===== src/sv/sdrd_pkg.sv =====
// ----------------------------------------------------------------------------
// sdrd_pkg
// Types and constants for the SD SPI block read receiver
// ----------------------------------------------------------------------------
package sdrd_pkg;

  localparam int unsigned MAX_BLOCK_BYTES = 512;
  localparam int unsigned LEN_W           = 10;
  localparam int unsigned IDX_W           = 9;
  localparam int unsigned CLAMP_LEN       = (MAX_BLOCK_BYTES > 1023) ? 1023 : MAX_BLOCK_BYTES;

  localparam logic [LEN_W-1:0] LEN_RESET = LEN_W'(512);
  localparam logic [LEN_W-1:0] LEN_CLAMP = LEN_W'(CLAMP_LEN);

  localparam logic [7:0] TOKEN_IDLE  = 8'hFF;
  localparam logic [7:0] TOKEN_START = 8'hFE;

  localparam logic [1:0] CMD_BYTE   = 2'd0;
  localparam logic [1:0] CMD_SINGLE = 2'd1;
  localparam logic [1:0] CMD_MULTI  = 2'd2;

  typedef enum logic [1:0] {
    PH_WAIT = 2'd0,
    PH_DATA = 2'd1,
    PH_CRC  = 2'd2,
    PH_END  = 2'd3
  } phase_t;

  typedef enum logic [2:0] {
    ST_WAIT    = 3'd0,
    ST_DATA    = 3'd1,
    ST_CRC     = 3'd2,
    ST_DONE    = 3'd3,
    ST_ERROR   = 3'd4,
    ST_STARTED = 3'd5
  } status_t;

  typedef struct packed {
    phase_t           phase;
    logic [LEN_W-1:0] byte_count;
    logic             crc_count;
    logic             multi_mode;
    logic             error_seen;
  } rd_state_t;

  typedef struct packed {
    status_t          status;
    logic [7:0]       data_byte;
    logic [IDX_W-1:0] byte_index;
    logic             last_of_block;
  } rd_result_t;

endpackage


===== src/sv/sdrd_step.sv =====
// ----------------------------------------------------------------------------
// sdrd_step
// Next-state and result logic for one received word
// ----------------------------------------------------------------------------
module sdrd_step (
  input  sdrd_pkg::rd_state_t               cur,
  input  logic [1:0]                        cmd,
  input  logic [7:0]                        rx_byte,
  input  logic [sdrd_pkg::LEN_W-1:0]        block_length,
  output sdrd_pkg::rd_state_t               nxt,
  output sdrd_pkg::rd_result_t              res
);
  import sdrd_pkg::*;

  logic [LEN_W-1:0] eff_len;
  logic [LEN_W:0]   cnt_inc;
  logic             at_last;
  status_t          end_status;

  always_comb begin
    if (block_length == '0) begin
      eff_len = LEN_W'(1);
    end else if (block_length > LEN_CLAMP) begin
      eff_len = LEN_CLAMP;
    end else begin
      eff_len = block_length;
    end
  end

  assign cnt_inc    = {1'b0, cur.byte_count} + (LEN_W+1)'(1);
  assign at_last    = cnt_inc >= {1'b0, eff_len};
  assign end_status = cur.error_seen ? ST_ERROR : ST_DONE;

  // next state
  always_comb begin
    nxt = cur;
    unique case (cmd) inside
      CMD_SINGLE, CMD_MULTI: begin
        nxt.byte_count = '0;
        nxt.crc_count  = 1'b0;
        nxt.error_seen = 1'b0;
        nxt.multi_mode = (cmd == CMD_MULTI);
        nxt.phase      = PH_WAIT;
      end
      CMD_BYTE: begin
        unique case (cur.phase)
          PH_WAIT: begin
            if (rx_byte == TOKEN_START) begin
              nxt.phase      = PH_DATA;
              nxt.byte_count = '0;
            end else if (rx_byte != TOKEN_IDLE) begin
              nxt.error_seen = 1'b1;
              nxt.phase      = PH_END;
            end
          end
          PH_DATA: begin
            if (at_last) begin
              nxt.byte_count = '0;
              nxt.crc_count  = 1'b0;
              nxt.phase      = PH_CRC;
            end else begin
              nxt.byte_count = cnt_inc[LEN_W-1:0];
            end
          end
          PH_CRC: begin
            if (!cur.crc_count) begin
              nxt.crc_count = 1'b1;
            end else begin
              nxt.crc_count  = 1'b0;
              nxt.byte_count = '0;
              nxt.phase      = cur.multi_mode ? PH_WAIT : PH_END;
            end
          end
          PH_END: begin
          end
          default: begin
          end
        endcase
      end
      default: begin
      end
    endcase
  end

  // result
  always_comb begin
    res = '{status: ST_WAIT, data_byte: '0, byte_index: '0, last_of_block: 1'b0};
    unique case (cmd) inside
      CMD_SINGLE, CMD_MULTI: begin
        res.status = ST_STARTED;
      end
      CMD_BYTE: begin
        unique case (cur.phase)
          PH_WAIT: begin
            if (rx_byte != TOKEN_START && rx_byte != TOKEN_IDLE) begin
              res.status = ST_ERROR;
            end
          end
          PH_DATA: begin
            res.status        = ST_DATA;
            res.data_byte     = rx_byte;
            res.byte_index    = cur.byte_count[IDX_W-1:0];
            res.last_of_block = at_last;
          end
          PH_CRC: begin
            if (cur.crc_count) begin
              res.status = cur.multi_mode ? ST_CRC : ST_DONE;
            end
          end
          PH_END: begin
            res.status = end_status;
          end
          default: begin
          end
        endcase
      end
      default: begin
        if (cur.phase == PH_END) begin
          res.status = end_status;
        end
      end
    endcase
  end

endmodule


===== src/sv/sdrd_out_q.sv =====
// ----------------------------------------------------------------------------
// sdrd_out_q
// Two-entry result queue between the receiver logic and the output port
// ----------------------------------------------------------------------------
module sdrd_out_q (
  input  logic                  clk,
  input  logic                  rst,
  input  logic                  push,
  input  sdrd_pkg::rd_result_t  push_data,
  output logic                  full,
  output logic                  out_valid,
  input  logic                  out_stall,
  output sdrd_pkg::rd_result_t  out_data
);
  import sdrd_pkg::*;

  rd_result_t q [2];
  logic       wr_ptr;
  logic       rd_ptr;
  logic [1:0] count;
  logic       pop;

  assign full      = (count == 2'd2);
  assign out_valid = (count != 2'd0);
  assign pop       = out_valid && !out_stall;
  assign out_data  = q[rd_ptr];

  always_ff @(posedge clk) begin
    if (push) begin
      q[wr_ptr] <= push_data;
    end
  end

  always_ff @(posedge clk) begin
    if (rst) begin
      wr_ptr <= 1'b0;
      rd_ptr <= 1'b0;
      count  <= 2'd0;
    end else begin
      if (push) begin
        wr_ptr <= ~wr_ptr;
      end
      if (pop) begin
        rd_ptr <= ~rd_ptr;
      end
      case ({push, pop})
        2'b10:   count <= count + 2'd1;
        2'b01:   count <= count - 2'd1;
        default: count <= count;
      endcase
    end
  end

endmodule


===== src/sv/sd_spi_block_read_receiver.sv =====
// ----------------------------------------------------------------------------
// sd_spi_block_read_receiver
// SD card SPI-mode data block read receiver
// ----------------------------------------------------------------------------
// Input channel (in_valid / in_stall) carries one word per item: cmd starts a
// single or multi block read, or hands over rx_byte received from the card.
// Every accepted word yields exactly one result word on the output channel
// (out_valid / out_stall): status, data_byte, byte_index, last_of_block.
// The config channel (cfg_valid / cfg_ready) writes block_length; it is always
// ready and is meant to be used only while no word is in flight.
// Each result is registered in the result queue when its word is accepted.
// Throughput: one word per cycle while in_stall is low; the phase and counter
// update is a single pass of logic into the state registers and a two-entry
// result queue. When the receiver downstream stalls, the queue absorbs up to
// two results, then in_stall rises until a result is taken.
// Reset: the read is in the end phase (reports done), block_length is 512,
// the result queue is empty.
// ----------------------------------------------------------------------------
module sd_spi_block_read_receiver (
  input  logic                       clk,
  input  logic                       rst,
  input  logic                       in_valid,
  output logic                       in_stall,
  input  logic [1:0]                 cmd,
  input  logic [7:0]                 rx_byte,
  output logic                       out_valid,
  input  logic                       out_stall,
  output logic [2:0]                 status,
  output logic [7:0]                 data_byte,
  output logic [sdrd_pkg::IDX_W-1:0] byte_index,
  output logic                       last_of_block,
  input  logic                       cfg_valid,
  output logic                       cfg_ready,
  input  logic [sdrd_pkg::LEN_W-1:0] block_length
);
  import sdrd_pkg::*;

  rd_state_t        state;
  rd_state_t        state_next;
  rd_result_t       step_res;
  rd_result_t       q_out;
  logic [LEN_W-1:0] blk_len;
  logic             q_full;
  logic             accept;

  assign cfg_ready = 1'b1;
  assign in_stall  = q_full;
  assign accept    = in_valid && !q_full;

  always_ff @(posedge clk) begin
    if (rst) begin
      blk_len <= LEN_RESET;
    end else if (cfg_valid && cfg_ready) begin
      blk_len <= block_length;
    end
  end

  always_ff @(posedge clk) begin
    if (rst) begin
      state <= '{phase: PH_END, byte_count: '0, crc_count: 1'b0,
                 multi_mode: 1'b0, error_seen: 1'b0};
    end else if (accept) begin
      state <= state_next;
    end
  end

  sdrd_step u_step (
    .cur          (state),
    .cmd          (cmd),
    .rx_byte      (rx_byte),
    .block_length (blk_len),
    .nxt          (state_next),
    .res          (step_res)
  );

  sdrd_out_q u_out_q (
    .clk       (clk),
    .rst       (rst),
    .push      (accept),
    .push_data (step_res),
    .full      (q_full),
    .out_valid (out_valid),
    .out_stall (out_stall),
    .out_data  (q_out)
  );

  assign status        = q_out.status;
  assign data_byte     = q_out.data_byte;
  assign byte_index    = q_out.byte_index;
  assign last_of_block = q_out.last_of_block;

endmodule


===== config.mk =====
export PLATFORM = sky130hd
export DESIGN_NAME = sd_spi_block_read_receiver
export DESIGN_NICKNAME = d
export VERILOG_FILES = /design/src/sv/sdrd_pkg.sv /design/src/sv/sdrd_step.sv /design/src/sv/sdrd_out_q.sv /design/src/sv/sd_spi_block_read_receiver.sv
export SDC_FILE = /design/constraint.sdc
export NUM_CORES = 1
export LEC_CHECK = 0
export ABC_AREA = 1
export BUFFER_PORTS_ARGS = -buffer_cell sky130_fd_sc_hd__clkbuf_2
export CAP_MARGIN = 20
export CORE_ASPECT_RATIO = 0.6
export CORE_UTILIZATION = 30
export DETAILED_ROUTE_END_ITERATION = 8
export PLACE_DENSITY_LB_ADDON = 0.25
export SETUP_SLACK_MARGIN = 0.1
export SYNTH_ARGS = -nofsm -noshare
export SYNTH_HDL_FRONTEND = slang
export SYNTH_SLANG_ARGS = --single-unit

===== constraint.sdc =====
create_clock -name clk -period 3.7 [get_ports clk]
set_input_delay 0.185 -clock clk [delete_from_list [all_inputs] [get_ports clk]]
set_output_delay 0.185 -clock clk [all_outputs]
set_load 0.01 [all_outputs]

# Word-level counts from Yosys, hierarchy flattened
# Memory sizes are Yosys's and may differ from the RTL's. A register that Yosys moved wholly into a read port is not among the register bits.
# Cells that the tools add are included.
# W data, S select, Z words.
[word_totals]
memories = 1
output_inout_bits = 24
mem_bits_rw = 42
elab_cells = 86
register_bits = 29
[classes]
eq_ne = 20
add_sub_neg = 3
reduce_logical = 17
order_cmp = 2
n_bitwise = 2
n_mux = 32
[memory_table]
columns = ["name", "words", "width", "read_ports", "rd_clocked_by_memory_dff", "wr", "line", "rtl"]
rows = [
  ["u_out_q.q", 2, 21, 1, 1, 1, "sdrd_out_q.sv:17", "rd_result_t q [2];"],
]
[ops]
columns = ["op", "count"]
rows = [
  ["$mux W10", 4],
  ["$mux W18", 2],
  ["$pmux W12 S3", 1],
  ["$pmux W13 S2", 1],
  ["$ne A8 B8 Y1 const B", 2],
  ["$mux W12", 1],
  ["$mux W3", 4],
  ["$pmux W3 S4", 1],
  ["$add A10 B1 Y11 const B", 1],
  ["$ge A11 B10 Y1", 1],
  ["$eq A2 B2 Y1 const B", 5],
  ["$gt A10 B10 Y1 const B", 1],
  ["$logic_not A10 Y1", 1],
  ["$mux W1", 10],
  ["$reduce_and A5 Y1", 2],
  ["$ne A3 B3 Y1 const B", 3],
  ["$eq A8 B8 Y1 const B", 1],
  ["$mux W2", 4],
  ["$ne A4 B4 Y1 const B", 2],
  ["$eq A2 B1 Y1 const B", 3],
  ["$ne A2 B2 Y1 const B", 3],
  ["$pmux W3 S2", 1],
  ["$reduce_and A6 Y1", 1],
  ["$reduce_bool A2 Y1", 3],
  ["other kinds (12)", 18],
]

# Longest topological paths before layout
# Gate-level depths: netlist of the first run.
[logic_depth]
ltp_word = 7
ltp_mapped = 17
mapped_depth_nobuf = 17

# By module
# Synthesis of the first run repeated with hierarchy kept, for this count alone.
[unflattened]
hier_cells = 541
area_unflattened_um2 = 4401.7
[by_module_without_submodules]
columns = ["mod", "cells_per_inst", "seq_area_each_um2", "area_each_um2", "n_inst"]
rows = [
  ["sdrd_out_q", 103, 1361.3, 1858.0, 1],
  ["sdrd_step", 297, 0.0, 1524.0, 1],
  ["sd_spi_block_read_receiver", 141, 500.5, 1019.7, 1],
]

# Worst setup path after synthesis of the first run
# Ideal clock, no wire load.
[synth_timing]
path_kind = "register -> register"
startpoint = "reg state[3] (netlist bit)"
endpoint = "mem u_out_q.q[0][0] (netlist bit) (data pin)"
t_arrival_ns = 2.094
n_path_buf = 1
stages_incl_launch_ff = 14
period_less_slack_ns = 2.354
setup_ns = 0.260
path_slack_ns = 1.346
path_cell_list = "dfxtp_1 > ha_1 > nand2_1 > nor2_1 > nand3_1 > xor2_1 > ha_1 > nand2_1 > inv_1 > a21oi_1 > nand2_1 > a21oi_1 > buf_2 > nor2_1"
[synth_lines]
columns = ["element", "line", "rtl"]
rows = [
  ["from (decl)", "sd_spi_block_read_receiver.sv:38", "rd_state_t state;"],
  ["from (signal assigned)", "sd_spi_block_read_receiver.sv:60", "state <= '{phase: PH_END, byte_count: '0, crc_count: 1'b0,"],
  ["from (signal assigned)", "sd_spi_block_read_receiver.sv:63", "state <= state_next;"],
  ["to (decl)", "sdrd_out_q.sv:17", ""],
]

==> results of run 1 <==
[report_power, final]
part	leakage [nW]	internal, mW	switching [mW]
Sequential	0.651	0.936	0.0522
Combinational	1.06	0.170	0.238
Clock	0.146	0.527	0.350
Total	1.86	1.63	0.640
[per-stage QoR]
step                      hold slack (ns)  std cells  cell area (um2)  utilization (%)  power, mW
after floorplan                     0.307        402             3650                -       1.27
after global placement              0.416        603             4070             35.2       1.41
after detailed placement            0.415        603             4070             35.2       1.42
after CTS                          0.0617        619             4370             37.8       2.30
final                              0.0700        619             4370             37.8       2.27
after global routing               0.0723        619             4370             37.8       2.39
[kinds of logic after synthesis]
family	count (synthesis)
buffers and inverters	60
AO/OA/AOI/OAI	60
flip-flops	72
other	1
XOR/XNOR	5
AND/OR/NAND/NOR	164
multiplexers	21
adder cells (fa/ha/maj)	19
[synthesized netlist by cell type]
master,number,share of area [%]
mux2_2,21,6.5
nor4_1,1,0.17
nand2_1,69,7.1
nand3_1,22,3.0
edfxtp_1,42,35
o21ai_1,1,0.14
nand3_2,1,0.27
inv_2,1,0.10
conb_1,1,0.10
a21oi_1,32,4.4
clkinv_1,1,0.10
nand2_4,1,0.31
o21ai_0,25,3.4
nor2_8,1,0.55
nor2_4,2,0.62
and3_1,1,0.17
clkbuf_1,6,0.62
nand4_1,2,0.34
buf_6,1,0.31
o2111ai_1,1,0.24
ha_1,19,6.5
nand3b_1,2,0.41
nor3_1,2,0.27
inv_1,49,5.0
nand2_2,3,0.51
nor2_1,57,5.9
buf_4,1,0.21
dfxtp_1,30,16
xor2_1,5,1.2
o21ai_4,1,0.45
buf_2,1,0.14
[path summary, 6_finish.rpt]
path                   start               to  depth (start not counted)
max reg2reg         state[3]  u_out_q.q[0][0]                         13
max                 state[3]  u_out_q.q[0][0]                         13
min          block_length[9]       blk_len[9]                          3
min reg2reg   u_out_q.rd_ptr   u_out_q.rd_ptr                          1
[flip-flops by register name, indices dropped and copies added (netlist names), named ones only]
signal and flops:
state 15, u_out_q.count 2, blk_len 10, u_out_q.wr_ptr 1, u_out_q.q 42, u_out_q.rd_ptr 1
[worst register-to-register path, delay by kind of cell (launching register included)]
kind,cells,cell delay (ns)
and+or+nand+nor,6,0.73
DFF,1,0.43
AOI/OAI and AO/OA,2,0.26
xor gates and xnor gates,1,0.18
buffers and inverters,2,0.24
adders and majority gates,2,0.54
[final cells by class]
class	count	area (um2)	share of cell area, %
clock inverters	7	77.6	1.77
well taps	160	200	4.58
inverters	51	191	4.38
flip-flops and latches	72	1860	42.6
repair buffers	50	258	5.90
multi-input cells	270	1560	35.6
clock buffers	9	225	5.15
[placed cells by master (no fill, tap or decap), drive strengths merged, types with 2 or more instances in the layout]
master  count
nand2      73
nor2       60
clkbuf     56
inv        52
edfxtp     42
a21oi      32
dfxtp      30
o21ai      27
nand3      23
mux2       21
ha         19
xor2        5
clkinv      4
buf         3
nor3        2
nand4       2
nand3b      2
[per-layer routing]
layer	global-route usage [%]	up-vias
met2	19.4	67
met3	4.34	7
li1	-	1437
met1	17.4	1312
met4	2.87	0
met5	0	-
==> out/qor.csv, run 1 <==
stage,metric,value,unit
status,status,completed,
pwr,leakage,1.86,nW
drt,dr.pass1.iters,4,
timing,tightest_slew,1.01,ns
timing,tns,0,ns
drt,top_layer_used,met4,
synthesis,synth_fp_nets,446,
synthesis,ys_ff_latch,72,
timing,fin_crit,2.64,ns
timing,slew_headroom,32.4,%
setup_path,critical-path-top-delay-family,simple AND/OR/NAND/NOR gates,
setup_path,r2r_slack,1.06,ns
synthesis,synth-xor-area-share,1.20,%
synthesis,synth_compound_area_share,8.63,%
drt,avgViaCountPerCell,4.56,
synthesis,syn_area_per_cell,9.09,um2
clock_network,cts_sinks,72,
clock_network,max-clock-path-buffers,2,
clock_network,clk_latency,0.33,ns
global_routing,grt_usage,12.8,%
drt,drtAntennaViolNets,0,
setup_path,crit_chain,"ha_1, nand2_1, nor2_1, nand3_1, xor2_1, ha_1, nand2_1, inv_1, a21oi_1, nand2_1, a21oi_1, buf_4, nor2_1",
synthesis,yosysWarnings,0,
finish,nNetsFinal,498,
floorplanning,dieArea,12600,um2
timing,fmax,0.379,GHz
placement,place_congestion,0.855,
clock_network,cts_setup_buffers,0,
pwr,p_per_area,520,nW/um2
finish,diodes,0,
drt,wl_met3,429,um
timing,timing.final.crit_share,71.4,%
global_routing,gr-total-overflow,0,
synthesis,synthAdderAreaFrac,6.51,%
floorplanning,core,11600,um2
synthesis,yosysSeqAreaShare,51.0,%
drt,vias,2823,
setup_path,cp_max_fo,11,
clock_network,htree_levels,3,
clock_network,cts_resized,0,
clock_network,ctsHoldBuffers,0,
timing,final-setup-viol-count,0,
pwr,ir_drop,0.262,mV
setup_path,crit_top_cell,nand2_1,
placement,place_ws,1.12,ns
placement,dpl.hpwl,5590,um
finish,num-fill-cells,1179,
clock_network,cts_tree,done,
finish,drive_above_1_share,21.6,%
setup_path,arrival,2.70,ns
synthesis,netlist_area,3650,um2
floorplanning,ios,49,
setup_path,end_kind,flop,
floorplanning,fp.dieH,87.5,um
hold_path,hold_class,input pin to flop,
synthesis,synthCells,402,
clock_network,clk_pin_slew,0.06,ns
timing,skew,0.00800,ns
finish,area_delta_synth_final,19.7,%
drt,drt_wl_total,7680,um
synthesis,synth_cell_type_count,31,
drt,drc_errors,0,
drt,wl_met2,3290,um
setup_path,setup.worst_path.class,flop to flop,
floorplanning,die_width,144,um
clock_network,root_buffer,clkbuf_16,
global_routing,grt_max_degree,23,
synthesis,synthMuxAreaShare,6.47,%
global_routing,grt_pass1_wl,12100,um
floorplanning,initial_core_util,31.6,%
setup_path,cp-start-kind,flop,
synthesis,synth_top_family_by_area,simple AND/OR/NAND/NOR gates,
drt,wire_per_inst,12.4,um
setup_path,required,3.76,ns
global_routing,grt_pass1_vias,2513,
placement,io_buffers,47,
drt,m1WireLength,3900,um
floorplanning,row_count,30,
setup_path,max_stage_delay,0.43,ns
setup_path,critPathSlowestCell,dfxtp_1,
setup_path,path_buf_inv,2,
synthesis,synthSimpleGateAreaFrac,19.6,%
global_routing,antenna_found_initial,0,
timing,final_hold_viol_count,0,
timing,fin_ws,1.06,ns
job,drv_cap,0,
timing,drv_slew,0,
timing,rsz0062_at_grt,false,
drt,drt_iter0_drc,230,
clock_network,cts_buffers,9,
Power figures use the tool's default switching activity.
==> inputs of run 2 (changes only) <==
- clock period: 3.7 -> 2.26 ns (I/O delays scaled with it)
==> run 2 against run 1 <==
The flow now finishes with violations (negative setup slack). Core utilization is 3.4 points higher. Worst setup slack got worse by 1.2 ns. Sequential share of layout area fell by 3.3 points. Critical endpoint is now state[12]. Largest cell class unchanged.
==> out/qor.csv, run 2 (same netlist as run 1, synthesis figures left out) <==
stage,metric,value,unit
timing,timing.final.crit_share,104,%
clock_network,root_buffer,clkbuf_16,
placement,place_congestion,0.850,
placement,dpl.hpwl,6050,um
drt,drt_wl_total,8510,um
finish,drive_above_1_share,33.8,%
drt,drtAntennaViolNets,0,
drt,drt_iter0_drc,155,
setup_path,cp-start-kind,flop,
global_routing,grt_pass1_wl,13600,um
timing,final-setup-viol-count,14,
clock_network,cts_sinks,72,
finish,reg.largest.list,"u_out_q.q (42), state (15), blk_len (10)",
timing,skew,0.00475,ns
floorplanning,ios,49,
drt,avgViaCountPerCell,4.53,
setup_path,cp_max_fo,6,
drt,dr.pass1.iters,4,
setup_path,end_kind,flop,
setup_path,setup.worst_path.class,flop to flop,
clock_network,cts_tree,done,
finish,postLayoutCoreUtil,41.2,%
drt,vias,2884,
clock_network,clk_latency,0.33,ns
status,status,"finished, violations left",
floorplanning,initial_core_util,31.6,%
pwr,leakage,2.00,nW
setup_path,arrival,2.62,ns
timing,hold_ws,0.00588,ns
global_routing,grt_max_degree,22,
finish,largest_reg_flops,42,
finish,fin_cells,636,
timing,slew_headroom,63.0,%
timing,tns,-0.735,ns
floorplanning,dieArea,12600,um2
global_routing,antenna_found_initial,0,
clock_network,htree_levels,3,
hold_path,min_from,block_length[6],
timing,fin_ws,-0.0977,ns
placement,io_buffers,47,
job,drv_cap,0,
hold_path,min_to,blk_len[6],
global_routing,gr-total-overflow,0,
setup_path,r2r_slack,-0.1,ns
floorplanning,core,11600,um2
hold_path,hold_class,input pin to flop,
clock_network,cts_buffers,9,
drt,drc_errors,0,
hold_path,hold_path_depth,3,
timing,fmax,0.424,GHz
pwr,p_per_area,780,nW/um2
timing,tightest_slew,0.555,ns
clock_network,max-clock-path-buffers,2,
finish,diodes,0,
timing,fin_crit,2.36,ns
placement,place_ws,-0.211,ns
timing,rsz0062_at_grt,true,
timing,final_hold_viol_count,0,
pwr,total_power,3.72,mW
placement,place_inst,619,
placement,placed_area,4220,um2
clock_network,clk_pin_slew,0.05,ns
setup_path,r2r-start,blk_len[2],
setup_path,required,2.52,ns
global_routing,grt_usage,14.2,%
finish,design_area,4760,um2
global_routing,grt_pass1_vias,2779,
finish,final_cell_mix,"nand2_1, nor2_1, inv_1",
setup_path,r2r_end,state[12],
finish,area_delta_synth_final,30.4,%
timing,drv_slew,0,
drt,wire_per_inst,13.4,um
finish,mostFrequentLayoutCell,nand2_1,
finish,nNetsFinal,516,
setup_path,r2r_cells,14,
floorplanning,die_width,144,um
floorplanning,row_count,30,
floorplanning,fp.dieH,87.5,um
pwr,ir_drop,0.407,mV
finish,regMostFlops,u_out_q.q,
status,violations,negative setup slack,
-- run 2: cell types whose count changed in the layout (fill, tap and decap cells not counted), moves of 8 or more --
cell and delta:
nand2_2 +10, nand2_1 -14, nand3_1 -8, buf_4 +15, a21oi_1 -8
-- run 2: worst max-delay path by stage --
stage,start,endpoint,slack (ns),depth (start not counted)
floorplan,state[4],u_out_q.q[0][0],0.10,13
global placement,blk_len[1],state[11],-0.1,14
detailed placement,blk_len[1],state[7],-0.21,14
CTS,blk_len[3],state[7],-0.05,16
global route,blk_len[2],state[5],-0.22,16
finish,blk_len[2],state[12],-0.1,14
-- run 2: area by class of cell --
cell class | instances | area, um2
fill | 1193 | 6800
sequential | 72 | 1870
inverter | 51 | 191
timing repair buffer | 68 | 404
clock inverter | 5 | 48.8
multi-input combinational | 270 | 1820
clock buffer | 10 | 229
tap | 160 | 200
-- run 2: repair_timing --
item / in CTS / in global routing
setup buffers: 1 / 0
pin swaps: 22 / 17
cloned: 1 / 0
setup endpoints to repair: 15 / 15
hold buffers: 0 / 0
resized for setup: 39 / 17
-- run 2: critical path: stages (launching register included) --
cell     delay, ns
dfxtp_2       0.33
nor4_4        0.32
nand3_2       0.13
nand2_2       0.10
buf_6         0.15
nand2_4       0.06
ha_4          0.24
nand2_1       0.07
nand2_2       0.05
a21oi_2       0.18
nand2_4       0.07
a21oi_4       0.21
buf_6         0.16
nand3_2       0.07
a21oi_2       0.14
-- run 2: report_power, final --
part / switching [mW] / internal, mW
registers: 0.0570 / 1.53
logic: 0.462 / 0.326
clock network: 0.502 / 0.838
-- run 2: routing by layer --
layer  track usage, %  wire length [um]
met5                0                 0
met4             4.02               120
met3             4.73               481
met2             19.7              3390
met1             20.7              4520
==> inputs of run 3 (changes only) <==
- BUFFER_PORTS_ARGS: -buffer_cell sky130_fd_sc_hd__clkbuf_2 -> unset
- CORE_ASPECT_RATIO: 0.6 -> unset
- DONT_BUFFER_PORTS: unset -> 1
- clock period: 2.26 -> 2.04 ns (I/O delays scaled with it)
==> run 3 against run 2 <==
The run ends with design-rule violations, negative setup slack left. Sequential power grew 10%. Non-clock buffer count is 22 lower. Cell area is 1.3% lower. Fmax increased by 6.4%. Register-to-register slack worse by 0.08 ns. First-iteration DRC count down 3.2%. Worst setup slack worse by 0.078 ns. Routed wire length fell by 9.2%. Sequential cell count unchanged. Worst hold slack better by 0.012 ns.
==> out/qor.csv, run 3 (same netlist as run 1, synthesis figures left out) <==
stage,metric,value,unit
clock_network,cts_buffers,9,
finish,area_delta_synth_final,28.7,%
timing,rsz0062_at_grt,true,
drt,drc_errors,3,
timing,slew_headroom,59.6,%
global_routing,grt_pass1_vias,2720,
setup_path,required,2.29,ns
placement,io_buffers,0,
drt,wl_met3,336,um
clock_network,htree_levels,3,
drt,m1WireLength,3760,um
drt,drt_wl_total,7730,um
drt,drt_iter0_drc,150,
floorplanning,ios,49,
clock_network,clk_latency,0.33,ns
timing,fin_ws,-0.176,ns
drt,wire_per_inst,12.9,um
drt,vias,2748,
finish,reg.largest.list,"u_out_q.q (42), state (15), blk_len (10)",
global_routing,antenna_found_initial,0,
timing,fin_crit,2.22,ns
setup_path,crit_start,state[3],
job,drv_cap,0,
global_routing,grt_pass1_wl,13000,um
setup_path,cp-start-kind,flop,
placement,place_congestion,0.791,
pwr,ir_drop,0.326,mV
finish,mostFrequentLayoutCell,nand2_1,
clock_network,cts_tree,done,
finish,nNetsFinal,494,
hold_path,min_from,rx_byte[6],
drt,avgViaCountPerCell,4.60,
placement,place_inst,563,
global_routing,grt_max_degree,22,
floorplanning,fp.dieH,112,um
drt,top_layer_used,met4,
setup_path,setup.worst_path.class,flop to flop,
finish,diodes,0,
finish,regMostFlops,u_out_q.q,
clock_network,max-clock-path-buffers,2,
timing,timing.final.crit_share,109,%
pwr,leakage,1.92,nW
timing,drv_slew,0,
drt,drtAntennaViolNets,0,
timing,final-setup-viol-count,15,
timing,final_hold_viol_count,0,
timing,hold_ws,0.0180,ns
setup_path,arrival,2.46,ns
timing,tightest_slew,0.606,ns
floorplanning,initial_core_util,31.3,%
floorplanning,core,11700,um2
floorplanning,die_width,112,um
timing,fmax,0.451,GHz
clock_network,cts_sinks,72,
setup_path,end_kind,flop,
drt,wl_met2,3510,um
setup_path,cp_max_fo,8,
global_routing,grt_usage,13.2,%
setup_path,r2r-start,state[3],
clock_network,root_buffer,clkbuf_16,
placement,dpl.hpwl,5470,um
timing,skew,0.00335,ns
floorplanning,dieArea,12600,um2
floorplanning,row_count,39,
pwr,p_per_area,860,nW/um2
status,status,"finished, violations left",
hold_path,hold_class,input pin to flop,
global_routing,gr-total-overflow,0,
finish,final_cell_mix,"nand2_1, nor2_1, inv_1",
drt,dr.pass1.iters,7,
finish,drive_above_1_share,25.9,%
status,violations,"design-rule violations, negative setup slack",
setup_path,r2r_slack,-0.18,ns
finish,fin_cells,598,
finish,largest_reg_flops,42,
clock_network,clk_pin_slew,0.06,ns
[run 3: cell types whose count changed in the layout (fill, tap and decap cells not counted), sizes merged]
cell	delta
clkbuf	-46
dlygate4sd3	+15
buf	+10
clkinv	-3
clkinvlp	+3
[run 3: final cells by class]
cell class              count  area, um2
clock buffers              11        243
well taps                 143        179
fillers                  1135       6960
inverters                  51        191
repair buffers             46        403
flip-flops and latches     72       1870
multi-input cells         270       1760
clock inverters             5       57.6
[run 3: where the power goes]
group,switching (mW),internal (mW),leakage [nW]
clock network,0.571,0.977,0.138
logic,0.455,0.288,1.12
registers,0.0569,1.70,0.654
[run 3: repair_timing]
| item | 4_1_cts | 5_1_grt |
|---|---|---|
| pin swaps | 12 | 21 |
| resized for setup | 16 | 25 |
| endpoints found under the hold margin | 23 | 2 |
| buffers inserted | 3 | 1 |
| setup endpoints to repair | 15 | 16 |
| hold buffers | 14 | 1 |
[run 3: worst max-delay path, cell delays in order, from the launching register on]
cell     delay, ns
dfxtp_4       0.36
ha_4          0.15
nand2_4       0.05
nor2_4        0.17
nand3_2       0.10
xor2_2        0.17
ha_1          0.29
nand2_1       0.08
inv_1         0.05
a21oi_2       0.13
nand2_2       0.07
a21oi_2       0.16
buf_6         0.16
nand3_1       0.07
a21oi_1       0.13
[run 3: final timing paths]
| check | endpoint | cells past startpoint |
|---|---|---|
| hold reg to reg | u_out_q.rd_ptr | 1 |
| hold / removal | u_out_q.q[1][16] | 2 |
| setup reg to reg | state[5] | 14 |
| setup / recovery | state[5] | 14 |
[run 3: stage by stage]
stage / area [um2] / setup TNS (ns) / utilization (%) / total power, mW / setup WS [ns]
after CTS: 4570 / -2.03 / 39.2 / 4.09 / -0.166
after global routing: 4700 / -4.25 / 40.3 / 4.25 / -0.310
final: 4700 / -2.18 / 40.3 / 4.04 / -0.176
after global placement: 4050 / -3.89 / 34.7 / 2.46 / -0.289
after floorplan: 3700 / -0.320 / - / 2.31 / -0.0769
after detailed placement: 4050 / -4.44 / 34.7 / 2.48 / -0.330
[run 3: per-layer routing]
| layer | global-route usage [%] | vias to the layer above |
|---|---|---|
| li1 | - | 1433 |
| met1 | 16.9 | 1243 |
| met4 | 4.71 | 0 |
| met3 | 3.78 | 9 |
| met2 | 21.3 | 63 |
| met5 | 0 | - |
